`src/gbn_pkg.sv`:
```
// Shared constants, codes and control/status structs for the Go-Back-N sender.
// Depends on nothing; every other file of the block imports it.
`timescale 1ns / 1ps
`default_nettype none

package gbn_pkg;

  localparam int WINDOW_MAX = 32;

  localparam int SEQ_W     = 32;
  localparam int TICK_W    = 16;
  localparam int WSIZE_W   = 6;
  localparam int CFG_IDX_W = 2;
  localparam int CFG_W     = 32;
  localparam int FUNC_W    = 2;
  localparam int PTYPE_W   = 2;
  localparam int KIND_W    = 2;
  localparam int PHASE_W   = 3;

  localparam logic [WSIZE_W-1:0] WSIZE_RESET   = WSIZE_W'(1);
  localparam logic [TICK_W-1:0]  TIMEOUT_RESET = TICK_W'(500);

  // Configuration register indexes.
  localparam logic [CFG_IDX_W-1:0] CFG_WINDOW_SIZE    = 2'd0;
  localparam logic [CFG_IDX_W-1:0] CFG_TOTAL_PACKETS  = 2'd1;
  localparam logic [CFG_IDX_W-1:0] CFG_START_SEQUENCE = 2'd2;
  localparam logic [CFG_IDX_W-1:0] CFG_TIMEOUT_TICKS  = 2'd3;

  // Event kinds on the input channel.
  localparam logic [FUNC_W-1:0] FUNC_BEGIN  = 2'd0;
  localparam logic [FUNC_W-1:0] FUNC_HEADER = 2'd1;
  localparam logic [FUNC_W-1:0] FUNC_TICK   = 2'd2;

  // Packet types.
  localparam logic [PTYPE_W-1:0] PKT_START = 2'd0;
  localparam logic [PTYPE_W-1:0] PKT_END   = 2'd1;
  localparam logic [PTYPE_W-1:0] PKT_DATA  = 2'd2;
  localparam logic [PTYPE_W-1:0] PKT_ACK   = 2'd3;

  // Result kinds.
  localparam logic [KIND_W-1:0] KIND_START = 2'd0;
  localparam logic [KIND_W-1:0] KIND_END   = 2'd1;
  localparam logic [KIND_W-1:0] KIND_DATA  = 2'd2;
  localparam logic [KIND_W-1:0] KIND_DONE  = 2'd3;

  // Transfer phases.
  localparam logic [PHASE_W-1:0] PH_IDLE  = 3'd0;
  localparam logic [PHASE_W-1:0] PH_START = 3'd1;
  localparam logic [PHASE_W-1:0] PH_DATA  = 3'd2;
  localparam logic [PHASE_W-1:0] PH_END   = 3'd3;
  localparam logic [PHASE_W-1:0] PH_DONE  = 3'd4;

  // Source of the sequence number of an outgoing result.
  localparam logic [1:0] SEL_START = 2'd0;
  localparam logic [1:0] SEL_ZERO  = 2'd1;
  localparam logic [1:0] SEL_NEXT  = 2'd2;
  localparam logic [1:0] SEL_CUR   = 2'd3;

  typedef struct packed {
    logic              latch_in;
    logic              clr_ptr;
    logic              set_base;
    logic              adv;
    logic              tmr_clr;
    logic              tmr_inc;
    logic              cur_load;
    logic              cur_inc;
    logic              next_inc;
    logic              out_load;
    logic [KIND_W-1:0] out_kind;
    logic [1:0]        out_sel;
    logic              out_last;
  } gbn_cmd_t;

  typedef struct packed {
    logic [FUNC_W-1:0] func;
    logic              seq_match;
    logic              ack_ahead;
    logic              timeout;
    logic              outstanding;
    logic              can_send;
    logic              can_send_nxt;
    logic              end_due;
    logic              cur_last;
    logic              slot_free;
  } gbn_sts_t;

endpackage

`default_nettype wire

```
`src/gbn_if.sv`:
```
// Valid/ready channel interfaces for the sender's event input and packet output.
// Depends on gbn_pkg for field widths.
`timescale 1ns / 1ps
`default_nettype none

interface gbn_in_if;
  import gbn_pkg::*;
  logic               valid;
  logic               ready;
  logic [FUNC_W-1:0]  func;
  logic [PTYPE_W-1:0] rx_type;
  logic [SEQ_W-1:0]   rx_sequence;
  modport source(output valid, output func, output rx_type, output rx_sequence, input ready);
  modport sink(input valid, input func, input rx_type, input rx_sequence, output ready);
endinterface

interface gbn_out_if;
  import gbn_pkg::*;
  logic              valid;
  logic              ready;
  logic [KIND_W-1:0] event_kind;
  logic [SEQ_W-1:0]  send_sequence;
  logic              last_of_run;
  modport source(output valid, output event_kind, output send_sequence, output last_of_run,
                 input ready);
  modport sink(input valid, input event_kind, input send_sequence, input last_of_run,
               output ready);
endinterface

`default_nettype wire

```
`src/gbn_datapath.sv`:
```
// Datapath of the sender: configuration registers, window pointers, tick timer,
// resend cursor and the output register. Depends on gbn_pkg.
`timescale 1ns / 1ps
`default_nettype none

module gbn_datapath (
  input  wire logic                         clk,
  input  wire logic                         rst_n,
  input  wire logic                         cfg_we,
  input  wire logic [gbn_pkg::CFG_IDX_W-1:0] cfg_index,
  input  wire logic [gbn_pkg::CFG_W-1:0]    cfg_wdata,
  input  wire logic [gbn_pkg::FUNC_W-1:0]   in_func,
  input  wire logic [gbn_pkg::PTYPE_W-1:0]  in_rx_type,
  input  wire logic [gbn_pkg::SEQ_W-1:0]    in_rx_sequence,
  input  wire logic                         out_ready,
  output logic                              out_valid,
  output logic [gbn_pkg::KIND_W-1:0]        out_event_kind,
  output logic [gbn_pkg::SEQ_W-1:0]         out_send_sequence,
  output logic                              out_last_of_run,
  input  wire gbn_pkg::gbn_cmd_t            cmd,
  output gbn_pkg::gbn_sts_t                 sts
);
  import gbn_pkg::*;

  logic [WSIZE_W-1:0] wsize_r;
  logic [SEQ_W-1:0]   total_r;
  logic [SEQ_W-1:0]   start_seq_r;
  logic [TICK_W-1:0]  tmo_r;

  logic [FUNC_W-1:0]  func_r;
  logic [PTYPE_W-1:0] rx_type_r;
  logic [SEQ_W-1:0]   rx_seq_r;

  logic [SEQ_W-1:0]   base_r;
  logic [SEQ_W-1:0]   next_r;
  logic [TICK_W-1:0]  tick_r;
  logic [SEQ_W:0]     lim_r;
  logic [SEQ_W-1:0]   cur_r;

  logic               out_valid_r;
  logic [KIND_W-1:0]  out_kind_r;
  logic [SEQ_W-1:0]   out_seq_r;
  logic               out_last_r;

  logic [SEQ_W:0]     eff_win;
  logic [SEQ_W:0]     wsize_ext;
  logic [TICK_W-1:0]  tick_limit;
  logic [TICK_W-1:0]  tick_inc;
  logic [SEQ_W-1:0]   new_base;
  logic [SEQ_W:0]     next_ext;
  logic [SEQ_W:0]     next_p1;
  logic [SEQ_W:0]     total_ext;
  logic [SEQ_W-1:0]   sel_seq;

  always_comb begin
    wsize_ext = (SEQ_W+1)'(wsize_r);
    if (wsize_r == '0) begin
      eff_win = (SEQ_W+1)'(1);
    end else if (wsize_ext > (SEQ_W+1)'(WINDOW_MAX)) begin
      eff_win = (SEQ_W+1)'(WINDOW_MAX);
    end else begin
      eff_win = wsize_ext;
    end
  end

  assign tick_limit = (tmo_r == '0) ? TICK_W'(1) : tmo_r;
  assign tick_inc   = (tick_r == '1) ? tick_r : tick_r + TICK_W'(1);
  assign new_base   = (rx_seq_r < total_r) ? rx_seq_r : total_r;
  assign next_ext   = {1'b0, next_r};
  assign next_p1    = next_ext + (SEQ_W+1)'(1);
  assign total_ext  = {1'b0, total_r};

  always_comb begin
    sts.func         = func_r;
    sts.seq_match    = (rx_type_r == PKT_ACK) && (rx_seq_r == start_seq_r);
    sts.ack_ahead    = (rx_type_r == PKT_ACK) && (rx_seq_r > base_r);
    sts.timeout      = tick_inc >= tick_limit;
    sts.outstanding  = base_r < next_r;
    sts.can_send     = (next_ext < total_ext) && (next_ext < lim_r);
    sts.can_send_nxt = (next_p1 < total_ext) && (next_p1 < lim_r);
    sts.end_due      = base_r >= total_r;
    sts.cur_last     = (cur_r + SEQ_W'(1)) == next_r;
    sts.slot_free    = !out_valid_r || out_ready;
  end

  always_comb begin
    case (cmd.out_sel)
      SEL_START: sel_seq = start_seq_r;
      SEL_ZERO:  sel_seq = '0;
      SEL_NEXT:  sel_seq = next_r;
      SEL_CUR:   sel_seq = cur_r;
      default:   sel_seq = '0;
    endcase
  end

  always_ff @(posedge clk) begin
    if (!rst_n) begin
      wsize_r     <= WSIZE_RESET;
      total_r     <= '0;
      start_seq_r <= '0;
      tmo_r       <= TIMEOUT_RESET;
    end else if (cfg_we) begin
      case (cfg_index)
        CFG_WINDOW_SIZE:    wsize_r     <= cfg_wdata[WSIZE_W-1:0];
        CFG_TOTAL_PACKETS:  total_r     <= cfg_wdata[SEQ_W-1:0];
        CFG_START_SEQUENCE: start_seq_r <= cfg_wdata[SEQ_W-1:0];
        CFG_TIMEOUT_TICKS:  tmo_r       <= cfg_wdata[TICK_W-1:0];
        default: ;
      endcase
    end
  end

  always_ff @(posedge clk) begin
    if (!rst_n) begin
      base_r      <= '0;
      next_r      <= '0;
      tick_r      <= '0;
      out_valid_r <= 1'b0;
    end else begin
      if (cmd.clr_ptr) begin
        base_r <= '0;
      end else if (cmd.set_base) begin
        base_r <= new_base;
      end
      if (cmd.clr_ptr) begin
        next_r <= '0;
      end else if (cmd.adv) begin
        next_r <= (next_r < base_r) ? base_r : next_r;
      end else if (cmd.next_inc) begin
        next_r <= next_r + SEQ_W'(1);
      end
      if (cmd.tmr_clr || cmd.adv) begin
        tick_r <= '0;
      end else if (cmd.tmr_inc) begin
        tick_r <= tick_inc;
      end
      if (cmd.out_load) begin
        out_valid_r <= 1'b1;
      end else if (out_ready) begin
        out_valid_r <= 1'b0;
      end
    end
  end

  always_ff @(posedge clk) begin
    if (cmd.latch_in) begin
      func_r    <= in_func;
      rx_type_r <= in_rx_type;
      rx_seq_r  <= in_rx_sequence;
    end
    if (cmd.adv) begin
      lim_r <= {1'b0, base_r} + eff_win;
    end
    if (cmd.cur_load) begin
      cur_r <= base_r;
    end else if (cmd.cur_inc) begin
      cur_r <= cur_r + SEQ_W'(1);
    end
    if (cmd.out_load) begin
      out_kind_r <= cmd.out_kind;
      out_seq_r  <= sel_seq;
      out_last_r <= cmd.out_last;
    end
  end

  assign out_valid         = out_valid_r;
  assign out_event_kind    = out_kind_r;
  assign out_send_sequence = out_seq_r;
  assign out_last_of_run   = out_last_r;

endmodule

`default_nettype wire

```
`src/gbn_ctrl.sv`:
```
// Controller of the sender: transfer phase and the sequencer that decodes an
// event and steps out its packets. Depends on gbn_pkg.
`timescale 1ns / 1ps
`default_nettype none

module gbn_ctrl (
  input  wire logic              clk,
  input  wire logic              rst_n,
  input  wire logic              in_valid,
  output logic                   in_ready,
  input  wire gbn_pkg::gbn_sts_t sts,
  output gbn_pkg::gbn_cmd_t      cmd
);
  import gbn_pkg::*;

  localparam logic [2:0] ST_IDLE   = 3'd0;
  localparam logic [2:0] ST_DECODE = 3'd1;
  localparam logic [2:0] ST_EMIT   = 3'd2;
  localparam logic [2:0] ST_ADV    = 3'd3;
  localparam logic [2:0] ST_FILL   = 3'd4;
  localparam logic [2:0] ST_RESEND = 3'd5;

  logic [2:0]         state_r, state_nxt;
  logic [PHASE_W-1:0] phase_r, phase_nxt;
  logic [KIND_W-1:0]  kind_r, kind_nxt;

  assign in_ready = (state_r == ST_IDLE);

  always_comb begin
    cmd       = '0;
    state_nxt = state_r;
    phase_nxt = phase_r;
    kind_nxt  = kind_r;
    case (state_r)
      ST_IDLE: begin
        if (in_valid) begin
          cmd.latch_in = 1'b1;
          state_nxt    = ST_DECODE;
        end
      end
      ST_DECODE: begin
        state_nxt = ST_IDLE;
        case (sts.func)
          FUNC_BEGIN: begin
            if (phase_r == PH_IDLE || phase_r == PH_DONE) begin
              phase_nxt   = PH_START;
              cmd.clr_ptr = 1'b1;
              cmd.tmr_clr = 1'b1;
              kind_nxt    = KIND_START;
              state_nxt   = ST_EMIT;
            end
          end
          FUNC_HEADER: begin
            case (phase_r)
              PH_START: begin
                if (sts.seq_match) begin
                  phase_nxt   = PH_DATA;
                  cmd.clr_ptr = 1'b1;
                  state_nxt   = ST_ADV;
                end else begin
                  cmd.tmr_clr = 1'b1;
                  kind_nxt    = KIND_START;
                  state_nxt   = ST_EMIT;
                end
              end
              PH_DATA: begin
                if (sts.ack_ahead) begin
                  cmd.set_base = 1'b1;
                  state_nxt    = ST_ADV;
                end
              end
              PH_END: begin
                if (sts.seq_match) begin
                  phase_nxt = PH_DONE;
                  kind_nxt  = KIND_DONE;
                end else begin
                  cmd.tmr_clr = 1'b1;
                  kind_nxt    = KIND_END;
                end
                state_nxt = ST_EMIT;
              end
              default: ;
            endcase
          end
          FUNC_TICK: begin
            if (phase_r == PH_START || phase_r == PH_DATA || phase_r == PH_END) begin
              if (!sts.timeout) begin
                cmd.tmr_inc = 1'b1;
              end else if (phase_r == PH_DATA) begin
                if (sts.outstanding) begin
                  cmd.tmr_clr  = 1'b1;
                  cmd.cur_load = 1'b1;
                  state_nxt    = ST_RESEND;
                end else begin
                  cmd.tmr_inc = 1'b1;
                end
              end else begin
                cmd.tmr_clr = 1'b1;
                kind_nxt    = (phase_r == PH_START) ? KIND_START : KIND_END;
                state_nxt   = ST_EMIT;
              end
            end
          end
          default: ;
        endcase
      end
      ST_EMIT: begin
        if (sts.slot_free) begin
          cmd.out_load = 1'b1;
          cmd.out_kind = kind_r;
          cmd.out_sel  = (kind_r == KIND_DONE) ? SEL_ZERO : SEL_START;
          cmd.out_last = 1'b1;
          state_nxt    = ST_IDLE;
        end
      end
      ST_ADV: begin
        cmd.adv   = 1'b1;
        state_nxt = ST_FILL;
      end
      ST_FILL: begin
        if (sts.can_send) begin
          if (sts.slot_free) begin
            cmd.out_load = 1'b1;
            cmd.out_kind = KIND_DATA;
            cmd.out_sel  = SEL_NEXT;
            cmd.out_last = !sts.can_send_nxt && !sts.end_due;
            cmd.next_inc = 1'b1;
            if (!sts.can_send_nxt) begin
              if (sts.end_due) begin
                phase_nxt = PH_END;
                kind_nxt  = KIND_END;
                state_nxt = ST_EMIT;
              end else begin
                state_nxt = ST_IDLE;
              end
            end
          end
        end else if (sts.end_due) begin
          phase_nxt = PH_END;
          kind_nxt  = KIND_END;
          state_nxt = ST_EMIT;
        end else begin
          state_nxt = ST_IDLE;
        end
      end
      ST_RESEND: begin
        if (sts.slot_free) begin
          cmd.out_load = 1'b1;
          cmd.out_kind = KIND_DATA;
          cmd.out_sel  = SEL_CUR;
          cmd.out_last = sts.cur_last;
          cmd.cur_inc  = 1'b1;
          if (sts.cur_last) begin
            state_nxt = ST_IDLE;
          end
        end
      end
      default: begin
        state_nxt = ST_IDLE;
      end
    endcase
  end

  always_ff @(posedge clk) begin
    if (!rst_n) begin
      state_r <= ST_IDLE;
      phase_r <= PH_IDLE;
    end else begin
      state_r <= state_nxt;
      phase_r <= phase_nxt;
    end
  end

  always_ff @(posedge clk) begin
    kind_r <= kind_nxt;
  end

endmodule

`default_nettype wire

```
`src/go_back_n_sender.sv`:
```
// Top level of the Go-Back-N sender: controller plus datapath behind two
// valid/ready channels and a configuration write port. Depends on gbn_pkg, gbn_if, gbn_ctrl, gbn_datapath.
`timescale 1ns / 1ps
`default_nettype none

// The block takes one event item at a time (begin transfer, received header or
// timer tick) and answers with the packets to send, one result item per cycle
// from an output register while the output side takes every item, the final one
// flagged by last_of_run. An event that causes no packet ends after its decode
// step; one that sends a single START, END or completion goes on to an emit step;
// an ACK that refills the window goes through an advance step and a fill step
// that sends the DATA packets, followed by an emit step for an END that closes
// the transfer; a data timeout goes on to a resend step for the outstanding
// packets from window base up to next-to-send. The sequencer in the controller
// emits at most one packet per cycle and stalls whenever the output register is
// full and its item is not taken. The next event is accepted as soon as the
// sequencer is back in its idle state, even if the last result still waits in
// the output register. Configuration registers may only be written while no
// event is in progress.

module go_back_n_sender (
  input  wire logic                          clk,
  input  wire logic                          rst_n,
  input  wire logic                          cfg_we,
  input  wire logic [gbn_pkg::CFG_IDX_W-1:0] cfg_index,
  input  wire logic [gbn_pkg::CFG_W-1:0]     cfg_wdata,
  gbn_in_if.sink                             in_ch,
  gbn_out_if.source                          out_ch
);
  import gbn_pkg::*;

  gbn_cmd_t cmd;
  gbn_sts_t sts;

  // Controller: owns the transfer phase and steps through each event.
  gbn_ctrl u_ctrl (
    .clk      (clk),
    .rst_n    (rst_n),
    .in_valid (in_ch.valid),
    .in_ready (in_ch.ready),
    .sts      (sts),
    .cmd      (cmd)
  );

  // Datapath: pointers, timer, configuration and the output register.
  gbn_datapath u_dp (
    .clk               (clk),
    .rst_n             (rst_n),
    .cfg_we            (cfg_we),
    .cfg_index         (cfg_index),
    .cfg_wdata         (cfg_wdata),
    .in_func           (in_ch.func),
    .in_rx_type        (in_ch.rx_type),
    .in_rx_sequence    (in_ch.rx_sequence),
    .out_ready         (out_ch.ready),
    .out_valid         (out_ch.valid),
    .out_event_kind    (out_ch.event_kind),
    .out_send_sequence (out_ch.send_sequence),
    .out_last_of_run   (out_ch.last_of_run),
    .cmd               (cmd),
    .sts               (sts)
  );

endmodule

`default_nettype wire
```
`src/flat_wrapper.sv`:
```
// flat-port wrapper written by rule: the top's interface ports become plain ports
module go_back_n_sender_flat import gbn_pkg::*;
  (clk, rst_n, cfg_we, cfg_index, cfg_wdata, in_ch_valid, in_ch_func, in_ch_rx_type, in_ch_rx_sequence, in_ch_ready, out_ch_valid, out_ch_event_kind, out_ch_send_sequence, out_ch_last_of_run, out_ch_ready);
  gbn_in_if in_ch_i ();
  gbn_out_if out_ch_i ();
  input  wire logic clk;
  input  wire logic rst_n;
  input  wire logic cfg_we;
  input  wire logic [gbn_pkg::CFG_IDX_W-1:0] cfg_index;
  input  wire logic [gbn_pkg::CFG_W-1:0] cfg_wdata;
  input wire logic [$bits(in_ch_i.valid)-1:0] in_ch_valid;
  input wire logic [$bits(in_ch_i.func)-1:0] in_ch_func;
  input wire logic [$bits(in_ch_i.rx_type)-1:0] in_ch_rx_type;
  input wire logic [$bits(in_ch_i.rx_sequence)-1:0] in_ch_rx_sequence;
  output wire logic [$bits(in_ch_i.ready)-1:0] in_ch_ready;
  output wire logic [$bits(out_ch_i.valid)-1:0] out_ch_valid;
  output wire logic [$bits(out_ch_i.event_kind)-1:0] out_ch_event_kind;
  output wire logic [$bits(out_ch_i.send_sequence)-1:0] out_ch_send_sequence;
  output wire logic [$bits(out_ch_i.last_of_run)-1:0] out_ch_last_of_run;
  input wire logic [$bits(out_ch_i.ready)-1:0] out_ch_ready;
  assign in_ch_i.valid = in_ch_valid;
  assign in_ch_i.func = in_ch_func;
  assign in_ch_i.rx_type = in_ch_rx_type;
  assign in_ch_i.rx_sequence = in_ch_rx_sequence;
  assign in_ch_ready = in_ch_i.ready;
  assign out_ch_valid = out_ch_i.valid;
  assign out_ch_event_kind = out_ch_i.event_kind;
  assign out_ch_send_sequence = out_ch_i.send_sequence;
  assign out_ch_last_of_run = out_ch_i.last_of_run;
  assign out_ch_i.ready = out_ch_ready;
  go_back_n_sender u_core (.clk(clk), .rst_n(rst_n), .cfg_we(cfg_we), .cfg_index(cfg_index), .cfg_wdata(cfg_wdata), .in_ch(in_ch_i), .out_ch(out_ch_i));
endmodule
```
`config.mk`:
```
export PLATFORM = sky130hd
export DESIGN_NAME = go_back_n_sender_flat
export DESIGN_NICKNAME = d
export VERILOG_FILES = /design/src/gbn_pkg.sv /design/src/gbn_if.sv /design/src/gbn_datapath.sv /design/src/gbn_ctrl.sv /design/src/go_back_n_sender.sv /design/src/flat_wrapper.sv
export SDC_FILE = /design/constraint.sdc
export NUM_CORES = 1
export LEC_CHECK = 0
export BUFFER_PORTS_ARGS = -buffer_cell sky130_fd_sc_hd__buf_4
export CAP_MARGIN = 20
export CORE_AREA = 2 2 265 267
export CTS_CLUSTER_SIZE = 40
export DETAILED_ROUTE_END_ITERATION = 10
export DIE_AREA = 0 0 267 269
export PLACE_DENSITY = 0.55
export SLEW_MARGIN = 40
export SYNTH_ARGS = -nofsm -noshare
export SYNTH_HDL_FRONTEND = slang
export SYNTH_SLANG_ARGS = --single-unit
```
`constraint.sdc`:
```
create_clock -name clk -period 4.8 [get_ports clk]
set_clock_uncertainty 0.2 [all_clocks]
set_input_delay 0.24 -clock clk [delete_from_list [all_inputs] [get_ports clk]]
set_output_delay 0.24 -clock clk [all_outputs]
set_load 0.02 [all_outputs]
```
==> implementation parameters <==
Parameter                              Value

Setup path
  Worst flop-to-flop path startpoint ... u_core.u_dp.next_r[0]$_SDFFE_PP0P_
  Type of the worst setup path ... flip-flop to flip-flop
  Worst flop-to-flop path endpoint ... u_core.u_ctrl.phase_r[1]$_SDFFE_PN0P_
  Arrival time reported for the critical path endpoint ... 4820 ps
  Startpoint of the most critical setup path ... u_core.u_dp.next_r[0]$_SDFFE_PP0P_
  End point of the critical path ... u_core.u_ctrl.phase_r[1]$_SDFFE_PN0P_
  Worst setup EP type ... flip-flop
  Maximum fanout along the worst path ... 8
  Startpoint type of the worst setup path ... flip-flop
  Worst endpoint required time ... 5080 ps
  Depth of the worst register-to-register path ... 16
  Worst setup slack for register-to-register paths ... 270 ps

Timing
  Final Max Tran Viols ... 0
  Final worst-path setup slack ... 266 ps
  RSZ-0062 raised after global routing ... no
  Share of the cycle needed by the critical path after routing ... 0.945
  Max Freq ... 221 MHz
  Hold violation count in the final report ... 0
  Shortest clock period the worst path allows after layout ... 4530 ps
  Slew at the pin closest to its max-slew limit ... 790 ps
  Max-slew headroom at the worst pin ... 0.469
  Final total negative setup slack ... 0 ps
  Setup-failing EPs final ... 0

Global routing
  Met3 track utilization from global routing ... 0.0306
  Busiest layer in global routing ... met2
  Aggregate global-route resource usage ... 0.215
  Met1 routing resource usage after global routing ... 0.284
  Sum of overflow across all layers after global routing ... 0
  Antenna violations before repair ... 0
  Global-route wire length before repair ... 117000 um
  Number of global-route vias before repair ... 19.4k
  GRT met2 Usage ... 0.351
  Maximum number of pins on one net before global-route repair ... 65

Pwr
  Power per cell area ... 269 mW/mm^2
  VDD IR max ... 0.237 mV
  Leakage ... 10.7 nW

Floorplanning
  Die outline area ... 0.0718 mm^2
  Row Count ... 97
  Die outline width ... 267 um
  Initial cell density of the core ... 0.317
  CORE AREA ... 0.0693 mm^2
  Die outline height ... 269 um
  I/O Pins ... 112

Flow run
  Count of maximum capacitance violations ... 0

Placed design
  I/O Buffers ... 111
  GPL Wtd Cong ... 0.925
  Post-place setup slack ... 157 ps
  Half-perimeter wire length after placement ... 61600 um

Yosys
  Top cells by area in the synthesized netlist ... edfxtp_1, ha_1, dfxtp_1
  Seq/Total Area, Yosys ... 0.347
  Top FF cell, synth ... dfxtp_1
  Synthesized instance count ... 2504
  Distinct cells, synth ... 93
  Cell Area, Synth ... 0.0219 mm^2
  Synthesized area per cell ... 8.76 um^2
  Yosys Warn Count ... 0
  Cell type with the highest aggregate area in the netlist ... edfxtp_1
  Flip-flop and latch count after synthesis ... 311
  Number of nets produced by synthesis ... 2861
  Fraction of registers with async set or reset after synthesis ... 0
  EDFF count, synth ... 138
  Fraction of synthesized cell area taken by the top area cell type ... 0.189

Detailed routing
  Count of routing violations after the opening detailed-route iteration ... 1532
  Remaining routing DRC violations ... 0
  Routed wirelength normalized by instance count ... 21.3 um
  Total number of vias ... 19.8k
  Wire length after detailed routing ... 78100 um
  Via/cell ratio ... 5.40
  Final antenna-violating net count ... 0
  First drt pass iteration count ... 5

Cells and area
  Number of diodes added for antenna fixing ... 0
  Area added between synthesis and finish ... 19.5%
  Share of layout cells above drive strength 1 ... 0.111
  Number of nets in the final layout ... 3063

CTS
  Clock tree from TritonCTS ... yes
  H-tree depth reported by CTS ... 2
  Clock tree buffer depth ... 3
  Clock buffer count from CTS ... 36
  Latest clock arrival within the worst-skew pair ... 560 ps
  Cell at the root of the clock tree ... clkbuf_16
  Number of clock sinks ... 311
  Reg clk slew, reported paths ... 60 ps

Status
  Result of the run ... complete, no violations

Min path
  Worst min path class ... input pin to flip-flop
## flip-flops by register name, summed over array words and instances (netlist names)
signal / count
u_core.u_dp.total_r: 32
u_core.u_dp.lim_r: 33
u_core.u_dp.out_valid: 1
u_core.u_dp.rx_seq_r: 32
u_core.u_dp.tick_r: 16
u_core.u_dp.wsize_r: 6
u_core.u_dp.out_event_kind: 2
u_core.u_dp.start_seq_r: 32
u_core.u_dp.tmo_r: 16
u_core.u_dp.out_send_sequence: 32
u_core.u_ctrl.state_r: 3
u_core.u_dp.next_r: 32
u_core.u_ctrl.kind_r: 2
u_core.u_dp.out_last_of_run: 1
u_core.u_dp.base_r: 32
u_core.u_dp.cur_r: 32
u_core.u_ctrl.phase_r: 3
u_core.u_dp.rx_type_r: 2
u_core.u_dp.func_r: 2
## timing repair
item                                    CTS  global route
hold endpoints to repair                127             0
resized for setup                         0             6
setup buffers                             0             1
hold buffers                             74             0
endpoints found under the setup margin    0            44
## layout by cell type, fill, tap and decap left out, types with 11 or more instances in the layout
cell / synthesis / routed
a211o_1: 17 / 17
a211oi_1: 45 / 45
a21o_1: 32 / 32
a21oi_1: 238 / 237
a22oi_1: 28 / 28
and3_1: 33 / 33
and4_1: 16 / 16
buf_4: 5 / 198
clkbuf_16: 0 / 37
dfxtp_1: 173 / 172
dlygate4sd3_1: 0 / 74
edfxtp_1: 138 / 138
ha_1: 281 / 281
inv_1: 131 / 131
mux2i_1: 57 / 57
nand2_1: 382 / 379
nand3_1: 78 / 77
nand4_1: 58 / 58
nor2_1: 158 / 154
nor2b_1: 20 / 20
nor3_1: 40 / 40
nor4_1: 24 / 23
o211ai_1: 19 / 19
o21a_1: 11 / 11
o21ai_0: 83 / 83
or3_1: 13 / 13
xnor2_1: 93 / 93
xor2_1: 71 / 71
## stage by stage
| stage | util | hold WS [ps] | std cells | area (um^2) | power, W |
|---|---|---|---|---|---|
| global route | 0.378 | 89.4 | 3673 | 26200 | 0.00732 |
| global placement | 0.350 | 219 | 3531 | 24200 | 0.00421 |
| floorplan | - | 139 | 2504 | 21900 | 0.00374 |
| detailed placement | 0.350 | 219 | 3533 | 24300 | 0.00424 |
| finish | 0.378 | 79.8 | 3673 | 26200 | 0.00705 |
| CTS | 0.378 | 52.1 | 3672 | 26200 | 0.00711 |
## worst min-delay path by stage
stage / startpoint / end / cells past startpoint
3_3_place_gp: in_ch_rx_sequence[28] / u_core.u_dp.rx_seq_r[28]$_DFFE_PP_ / 1
6_report: cfg_we / u_core.u_dp.wsize_r[1]$_SDFFE_PN0P_ / 4
2_1_floorplan: in_ch_func[0] / u_core.u_dp.func_r[0]$_DFFE_PP_ / 0
3_5_place_dp: in_ch_rx_sequence[25] / u_core.u_dp.rx_seq_r[25]$_DFFE_PP_ / 1
5_1_grt: cfg_we / u_core.u_dp.wsize_r[1]$_SDFFE_PN0P_ / 4
4_1_cts: cfg_we / u_core.u_dp.wsize_r[3]$_SDFFE_PN0P_ / 4
## where the power goes
group | leakage, nW | internal (W) | switching [W]
Clock | 0.570 | 0.00160 | 0.00121
Combinational | 7.53 | 0.000445 | 0.000722
Sequential | 2.65 | 0.00293 | 0.000144
## metal layers
| layer | routed length (um) | vias to the layer above | part of all wire |
|---|---|---|---|
| met5 | 0 | - | 0 |
| met2 | 35500 | 674 | 0.45 |
| li1 | - | 9424 | - |
| met1 | 34400 | 9576 | 0.44 |
| met4 | 3260 | 0 | 0.042 |
| met3 | 4960 | 143 | 0.064 |
## area by class of cell
cell class,count,area [um^2]
Inverter,134,505
Clock buffer,42,955
Fill cell,7025,43100
Clock inverter,23,220
Tap cell,940,1180
Timing Repair Buffer,278,2340
Sequential cell,311,7610
Multi-Input combinational cell,1945,13400
## kinds of logic (layout without fill, tap and decap cells)
group                      Yosys count  after routing  share of synthesized area
xor gates and xnor gates           167            167                     0.0686
adders and majority gates          283            283                      0.162
AOI/OAI and AO/OA                  547            547                      0.157
buffers and inverters              248            477                     0.0456
and+or+nand+nor                    887            887                      0.193
muxes                               61             61                     0.0281
DFF                                311            311                      0.347
## cells in the mapped netlist (all sizes together) (16+ instances only)
| cell type | n |
|---|---|
| mux2i | 57 |
| o211ai | 19 |
| edfxtp | 138 |
| and4 | 16 |
| dfxtp | 173 |
| nor4 | 26 |
| nand3 | 78 |
| buf | 42 |
| a22oi | 28 |
| xnor2 | 93 |
| nor2b | 20 |
| a211o | 17 |
| a21oi | 238 |
| clkbuf | 72 |
| nor2 | 159 |
| o21ai | 85 |
| nand4 | 59 |
| xor2 | 71 |
| and3 | 33 |
| a211oi | 47 |
| nor3 | 43 |
| ha | 281 |
| nand2 | 382 |
| a21o | 32 |
| inv | 133 |
## critical path: stages (launching register included)
cell and delay, ps:
dfxtp_2 410, ha_1 200, nand4_1 250, nor2_2 280, buf_4 200, nand2_1 80, xnor2_1 280, ha_1 330
and4_1 190, a221oi_1 220, o21ai_0 230, o211a_1 280, o41ai_1 240, nand3_1 230, a211o_1 430, nand3_1 190
mux2i_1 220
Note: power is estimated with default switching activity, not from simulation.
